<file path="config.mk">
export PLATFORM = sky130hd
export DESIGN_NAME = qau_direct
export DESIGN_NICKNAME = d
export VERILOG_FILES = /design/src/rtl/core/qau_pkg.sv /design/src/rtl/core/qau_direct.sv
export SDC_FILE = /design/constraint.sdc
export NUM_CORES = 1
export LEC_CHECK = 0
export BUFFER_PORTS_ARGS = -buffer_cell sky130_fd_sc_hd__clkbuf_2
export CAP_MARGIN = 20
export CORE_MARGIN = 4
export CORE_UTILIZATION = 56
export DETAILED_ROUTE_END_ITERATION = 10
export GPL_TIMING_DRIVEN = 0
export PLACE_DENSITY = 0.81
export RECOVER_POWER = 100
export SYNTH_ARGS = -nofsm -noshare
export SYNTH_HDL_FRONTEND = slang
export SYNTH_SLANG_ARGS = --single-unit
</file>
<file path="constraint.sdc">
create_clock -name vclk -period 5.23
set_clock_uncertainty 0.1 [all_clocks]
set_input_delay 0.2615 -clock vclk [all_inputs]
set_output_delay 0.2615 -clock vclk [all_outputs]
set_load 0.005 [all_outputs]
</file>
<file path="src/rtl/core/qau_pkg.sv">
`default_nettype none
// ----------------------------------------------------------------------------
// qau_pkg
// Shared widths, command codes, beat types and clip helpers for the
// fixed-point quaternion unit.
// ----------------------------------------------------------------------------
package qau_pkg;

	localparam int CW    = 16;          // component width
	localparam int FB    = 14;          // fraction bits
	localparam int EPS_W = 15;          // tolerance register width
	localparam int PW    = 2 * CW;      // single product
	localparam int SW    = 2 * CW + 2;  // sum of up to four products
	localparam int MW    = SW + CW;     // sum times component
	localparam int WW    = 3 * CW + 4;  // rotate accumulator

	localparam logic [EPS_W-1:0] EPS_RESET = EPS_W'(16);

	typedef enum logic [3:0] {
		CMD_ADD     = 4'd0,
		CMD_SUB     = 4'd1,
		CMD_NEGATE  = 4'd2,
		CMD_CONJ    = 4'd3,
		CMD_SCALE   = 4'd4,
		CMD_PRODUCT = 4'd5,
		CMD_ROTATE  = 4'd6,
		CMD_DOT     = 4'd7,
		CMD_EQUAL   = 4'd8,
		CMD_ORIENT  = 4'd9
	} qau_cmd_t;

	// how the final stage builds the result
	typedef enum logic [1:0] {
		CLS_DIRECT,
		CLS_LIN,
		CLS_ROT
	} qau_cls_t;

	typedef logic signed [CW-1:0] comp_t;

	typedef struct packed {
		logic [3:0] command;
		comp_t      a_x;
		comp_t      a_y;
		comp_t      a_z;
		comp_t      a_w;
		comp_t      b_x;
		comp_t      b_y;
		comp_t      b_z;
		comp_t      b_w;
	} qau_req_t;

	typedef struct packed {
		comp_t r_x;
		comp_t r_y;
		comp_t r_z;
		comp_t r_w;
		logic  match;
		logic  saturated;
	} qau_res_t;

	// result of the commands that finish in the first stage
	typedef struct packed {
		comp_t [3:0] r;
		logic        match;
		logic        sat;
	} qau_direct_t;

	typedef struct packed {
		logic  sat;
		comp_t v;
	} clip_t;

	localparam comp_t CMAX = comp_t'({1'b0, {(CW-1){1'b1}}});
	localparam comp_t CMIN = comp_t'({1'b1, {(CW-1){1'b0}}});

	function automatic clip_t clip_narrow(input logic signed [CW:0] v);
		clip_t c;
		c.sat = (v[CW] != v[CW-1]);
		if (!c.sat) begin
			c.v = v[CW-1:0];
		end else if (v[CW]) begin
			c.v = CMIN;
		end else begin
			c.v = CMAX;
		end
		return c;
	endfunction

	function automatic clip_t clip_wide(input logic signed [WW-1:0] v);
		clip_t c;
		c.sat = !((&v[WW-1:CW-1]) || !(|v[WW-1:CW-1]));
		if (!c.sat) begin
			c.v = v[CW-1:0];
		end else if (v[WW-1]) begin
			c.v = CMIN;
		end else begin
			c.v = CMAX;
		end
		return c;
	endfunction

endpackage
`default_nettype wire

</file>
<file path="src/rtl/core/qau_direct.sv">
`default_nettype none
// ----------------------------------------------------------------------------
// qau_direct
// Command decode plus the short commands: add, subtract, negate, conjugate
// and the two tolerance compares, finished in one stage.
// ----------------------------------------------------------------------------
module qau_direct import qau_pkg::*; (
	input  qau_req_t          req,
	input  logic [EPS_W-1:0]  eps,
	output qau_direct_t       dir,
	output qau_cls_t          cls
);

	comp_t              a [4];
	comp_t              b [4];
	logic signed [CW:0] sum [4];
	logic signed [CW:0] dif [4];
	logic [CW:0]        mag_s [4];
	logic [CW:0]        mag_d [4];
	logic [3:0]         near_s;
	logic [3:0]         near_d;
	clip_t              c_add [4];
	clip_t              c_sub [4];
	clip_t              c_neg [4];

	always_comb begin
		a[0] = req.a_x; a[1] = req.a_y; a[2] = req.a_z; a[3] = req.a_w;
		b[0] = req.b_x; b[1] = req.b_y; b[2] = req.b_z; b[3] = req.b_w;
		for (int i = 0; i < 4; i++) begin
			sum[i]    = (CW+1)'(a[i]) + (CW+1)'(b[i]);
			dif[i]    = (CW+1)'(a[i]) - (CW+1)'(b[i]);
			c_add[i]  = clip_narrow(sum[i]);
			c_sub[i]  = clip_narrow(dif[i]);
			c_neg[i]  = clip_narrow(-((CW+1)'(a[i])));
			mag_s[i]  = sum[i][CW] ? (CW+1)'(-sum[i]) : (CW+1)'(sum[i]);
			mag_d[i]  = dif[i][CW] ? (CW+1)'(-dif[i]) : (CW+1)'(dif[i]);
			near_s[i] = (mag_s[i] <= (CW+1)'(eps));
			near_d[i] = (mag_d[i] <= (CW+1)'(eps));
		end
	end

	always_comb begin
		dir = '0;
		cls = CLS_DIRECT;
		unique case (req.command)
			CMD_ADD: begin
				for (int i = 0; i < 4; i++) begin
					dir.r[i] = c_add[i].v;
					dir.sat  = dir.sat | c_add[i].sat;
				end
			end
			CMD_SUB: begin
				for (int i = 0; i < 4; i++) begin
					dir.r[i] = c_sub[i].v;
					dir.sat  = dir.sat | c_sub[i].sat;
				end
			end
			CMD_NEGATE: begin
				for (int i = 0; i < 4; i++) begin
					dir.r[i] = c_neg[i].v;
					dir.sat  = dir.sat | c_neg[i].sat;
				end
			end
			CMD_CONJ: begin
				for (int i = 0; i < 3; i++) begin
					dir.r[i] = c_neg[i].v;
					dir.sat  = dir.sat | c_neg[i].sat;
				end
				dir.r[3] = a[3];
			end
			CMD_SCALE, CMD_PRODUCT, CMD_DOT: cls = CLS_LIN;
			CMD_ROTATE: cls = CLS_ROT;
			CMD_EQUAL:  dir.match = &near_d;
			CMD_ORIENT: dir.match = (&near_d) || (&near_s);
			default: ;
		endcase
	end

endmodule
`default_nettype wire

</file>
==> Yosys cells after proc, flatten, opt, wreduce, memory -nomap -nowiden <==
Cells that the tools add are included.
{ "classes": {"eq_ne": 21, "n_addsub": 20, "reduce_logical": 5, "bitwise_logic": 9, "mux": 36, "n_lt_le_gt_ge": 8} }
{ "ops": {"columns": ["cell", "n"], "rows": [
  ["$mux W16", 24],
  ["$pmux W64 S4", 1],
  ["$le A17 B15 Y1", 8],
  ["$mux W17", 8],
  ["$neg A17 Y17", 8],
  ["$add A16 B16 Y17", 4],
  ["$neg A16 Y17", 4],
  ["$sub A16 B16 Y17", 4],
  ["$eq A4 B3 Y1 const B", 4],
  ["$ne A1 B1 Y1", 12],
  ["$or A1 B1 Y1", 9],
  ["$eq A4 B2 Y1 const B", 2],
  ["$eq A4 B4 Y1 const B", 2],
  ["$reduce_and A4 Y1", 2],
  ["$eq A4 B1 Y1 const B", 1],
  ["$logic_not A4 Y1", 1],
  ["$pmux W1 S4", 1],
  ["$pmux W2 S2", 1],
  ["$reduce_or A3 Y1", 1],
  ["$pmux W1 S2", 1],
  ["$logic_or A1 B1 Y1", 1]
]} }
{ "word_totals": {"word_cells": 99, "out_inout_bits": 68, "inputBits": 147, "regBits": 0} }

==> Longest topological paths before layout <==
{ "logic_depth": {"ltp_word": 7, "mapped_depth": 25, "ltp_nobuf": 25} }

==> Least setup slack after synthesis <==
OpenSTA, ideal clock, no wires.
{ "synth_timing": {"kind": "input to output", "start": "input req[50] in the netlist's numbering", "end": "output dir[1] in the netlist's numbering", "path_slack_ns": -0.112, "required_ns": 4.868, "n_path_buf": 1, "path_stages": 24, "arrival_ns": 4.981, "cell_sequence": "inv_1 > ha_1 > buf_2 > nor2b_1 > o31a_1 > o31ai_1 > a21oi_1 > o41ai_1 > o21ai_1 > and2_1 > o21ai_1 > nand2_1 > xnor2_1 > ha_1 > a21o_1 > a21o_1 > a21oi_1 > o21ai_1 > a221oi_1 > a31oi_1 > or4_1 > a221o_1 > nor4_1 > a32o_1"} }
{ "synth_rtl": {"columns": ["item", "line", "source"], "rows": [
  ["start: declaration", "qau_direct.sv:8", "input qau_req_t req,"],
  ["end: declaration", "qau_direct.sv:10", "output qau_direct_t dir,"]
]} }

==> summary.json <==
{
  "post-route-drc-count": {"value": 0},
  "fin_ws": {"value": -0.5160, "unit": "ns"},
  "grt_pass1_wl": {"value": 81000, "unit": "um"},
  "routabilityCongestion": {"value": 0.9746},
  "cts.hold.buffers_added": {"value": 0},
  "grt_use_total": {"value": 33.12, "unit": "%"},
  "nFlopsAndLatches": {"value": 0},
  "run_status": {"value": "finished with violations"},
  "cp_data_arrival_time": {"value": 5.38, "unit": "ns"},
  "endpoint_kind": {"value": "output pin"},
  "num_vias": {"value": 18170},
  "power.density_cell_area": {"value": 175.2, "unit": "nW/um^2"},
  "fmax_achieved": {"value": 0.1740, "unit": "GHz"},
  "synth_fp_nets": {"value": 2646},
  "io_pins": {"value": 215},
  "first_iter_violations": {"value": 1902},
  "grt_antenna_before_repair": {"value": 0},
  "finalCriticalPeriod": {"value": 5.746, "unit": "ns"},
  "vias_per_cell": {"value": 6.452},
  "floorplan.rows": {"value": 59},
  "total_leakage_power": {"value": 8.019, "unit": "nW"},
  "ant_nets": {"value": 0},
  "die_h": {"value": 170.8, "unit": "um"},
  "crit_path_max_fanout": {"value": 5},
  "grt_max_degree": {"value": 13},
  "transition_time_at_the_pin_with_the_least_slew_margin": {"value": 1.150, "unit": "ns"},
  "die-area": {"value": 29170, "unit": "um^2"},
  "synthCells": {"value": 2231},
  "failed_checks": {"value": "setup timing"},
  "holdWs": {"value": 0.7896, "unit": "ns"},
  "global_route.overflow_total": {"value": 0},
  "hp-start": {"value": "req[131]"},
  "initial_utilization": {"value": 56.95, "unit": "%"},
  "floorplan.core_area": {"value": 26060, "unit": "um^2"},
  "path_class": {"value": "input pin to output pin"},
  "first_pass_iteration_count_of_the_detailed_router": {"value": 9},
  "syn_avg_cell_area": {"value": 6.651, "unit": "um^2"},
  "layout-drive-gt1-share": {"value": 18.87, "unit": "%"},
  "max_cap_viol_count": {"value": 0},
  "worst_ep_required_time": {"value": 4.87, "unit": "ns"},
  "area_delta_synth_final": {"value": 20.08, "unit": "%"},
  "rsz0062_at_grt": {"value": "true"},
  "setup.worst_path.start": {"value": "req[113]"},
  "worstSetupStartpointType": {"value": "input pin"},
  "dpl.hpwl": {"value": 42360, "unit": "um"},
  "final.period_utilization": {"value": 109.9, "unit": "%"},
  "netlist_area": {"value": 14840, "unit": "um^2"},
  "routed_wl": {"value": 53500, "unit": "um"},
  "routed_wl_per_cell": {"value": 19.00, "unit": "um"},
  "slew_headroom": {"value": 22.77, "unit": "%"},
  "most-common-layout-cells": {"value": "245 x sky130_fd_sc_hd__ha_1, 208 x sky130_fd_sc_hd__clkbuf_2, 206 x sky130_fd_sc_hd__nor2_1"},
  "nClkBuffers": {"value": 0},
  "vdd.ir_drop.worst": {"value": 0.08069, "unit": "mV"},
  "port_buffers": {"value": 214},
  "number_of_global_route_vias_before_repair": {"value": 16378},
  "finalSetupViolCount": {"value": 1},
  "dieWidth": {"value": 170.8, "unit": "um"},
  "synth.yosys.seq_area_share": {"value": 0, "unit": "%"},
  "netlist-cell-type-count": {"value": 90},
  "worstSetupEndpoint": {"value": "dir[1]"},
  "yosysWarningCount": {"value": 0},
  "timing.final.hold_violations": {"value": 0},
  "finish.net_count": {"value": 2897},
  "placement.setup.worst_slack": {"value": -1.350, "unit": "ns"},
  "hold_path_class": {"value": "input pin to output pin"},
  "layout.cells.most_common": {"value": "sky130_fd_sc_hd__ha_1"},
  "sequential_cell_area": {"value": 0, "unit": "um^2"},
  "timing.final.max_slew_violations": {"value": 0}
}
worst min-delay path by stage:
| stage | cells past startpoint | to | slack (ns) |
|---|---|---|---|
| 6_report | 3 | cls[1] | 0.79 |
| 5_1_grt | 3 | cls[1] | 0.78 |
| 4_1_cts | 3 | cls[1] | 0.78 |
| 3_5_place_dp | 3 | cls[1] | 0.77 |
| 3_3_place_gp | 3 | cls[1] | 0.76 |
| 2_1_floorplan | 1 | cls[1] | 0.46 |
critical path, stage by stage:
cell,delay (ns)
sky130_fd_sc_hd__clkbuf_2,0.20
sky130_fd_sc_hd__ha_4,0.23
sky130_fd_sc_hd__nor2b_1,0.13
sky130_fd_sc_hd__o31a_1,0.33
sky130_fd_sc_hd__o31a_1,0.35
sky130_fd_sc_hd__buf_4,0.17
sky130_fd_sc_hd__a2111oi_4,0.34
sky130_fd_sc_hd__nor2_2,0.11
sky130_fd_sc_hd__a21oi_1,0.16
sky130_fd_sc_hd__o21bai_1,0.12
sky130_fd_sc_hd__xor2_2,0.21
sky130_fd_sc_hd__o31ai_2,0.30
sky130_fd_sc_hd__xnor2_1,0.19
sky130_fd_sc_hd__ha_1,0.29
sky130_fd_sc_hd__nand2_1,0.08
sky130_fd_sc_hd__nor2_1,0.07
sky130_fd_sc_hd__a221oi_2,0.26
sky130_fd_sc_hd__a31oi_2,0.09
sky130_fd_sc_hd__or4_4,0.54
sky130_fd_sc_hd__a221o_1,0.34
sky130_fd_sc_hd__nor4_2,0.28
sky130_fd_sc_hd__a32o_2,0.21
sky130_fd_sc_hd__clkbuf_2,0.12
metal layers:
layer / wire length (um) / vias to the layer above / track usage (%) / part of all wire (%)
met4: 1793 / 0 / 8.819 / 3.4
met1: 22400 / 8434 / 46.67 / 42
met3: 5583 / 145 / 3.443 / 10
li1: - / 8581 / - / -
met5: 0 / - / 0 / 0
met2: 23720 / 1010 / 53.89 / 44
metrics by stage:
step / total power [mW] / utilization [%] / TNS (ns) / area (um^2) / cells
floorplan: 2.002 / - / 0 / 14860 / 2231
global placement: 2.634 / 62.73 / -1.231 / 16350 / 2780
detailed placement: 2.724 / 62.73 / -1.350 / 16350 / 2780
CTS: 2.818 / 64.23 / -0.6286 / 16740 / 2792
global route: 3.416 / 68.37 / -0.6516 / 17820 / 2815
finish: 3.123 / 68.38 / -0.5160 / 17820 / 2816
area by class of cell:
| type | instances | area, um^2 |
|---|---|---|
| diodes | 1 | 2.502 |
| plain buffers | 68 | 340.3 |
| fillers | 2317 | 8239 |
| inverters | 189 | 724.4 |
| multi-input cells | 1962 | 14870 |
| well taps | 335 | 419.2 |
| repair buffers | 261 | 1459 |
repair_timing:
item,CTS,global route
gates cloned,0,1
pin swaps,27,81
buffers inserted,17,30
setup endpoints to repair,1,1
resized for setup,70,177
Yosys cell counts, drive strengths merged (28+ instances only):
cell	n	area [um^2]
nor4	28	175.2
clkbuf	64	241.5
nor2b	30	187.7
a21o	36	270.3
xor2	70	613.1
o21ai	222	1111
nor3	66	330.3
a31oi	56	350.3
nand3	72	360.4
nor2	214	803.3
a21oi	167	847.1
nand4	29	181.4
xnor2	185	1628
ha	260	3253
nand2	138	518.0
nand2b	44	275.3
inv	189	709.4
kinds of logic after synthesis:
kind of cell    share of synthesized area [%]
xor+xnor                                15.10
compound gates                          28.65
mux                                     1.138
buf+inv                                 7.032
simple gates                            25.08
fa+ha+maj                               23.00
power breakdown:
part	internal [mW]	switching (mW)
combinational	1.27	1.85
clock	0.0000000257	0
sequential	0	0
(Power assumes the default switching activity.)
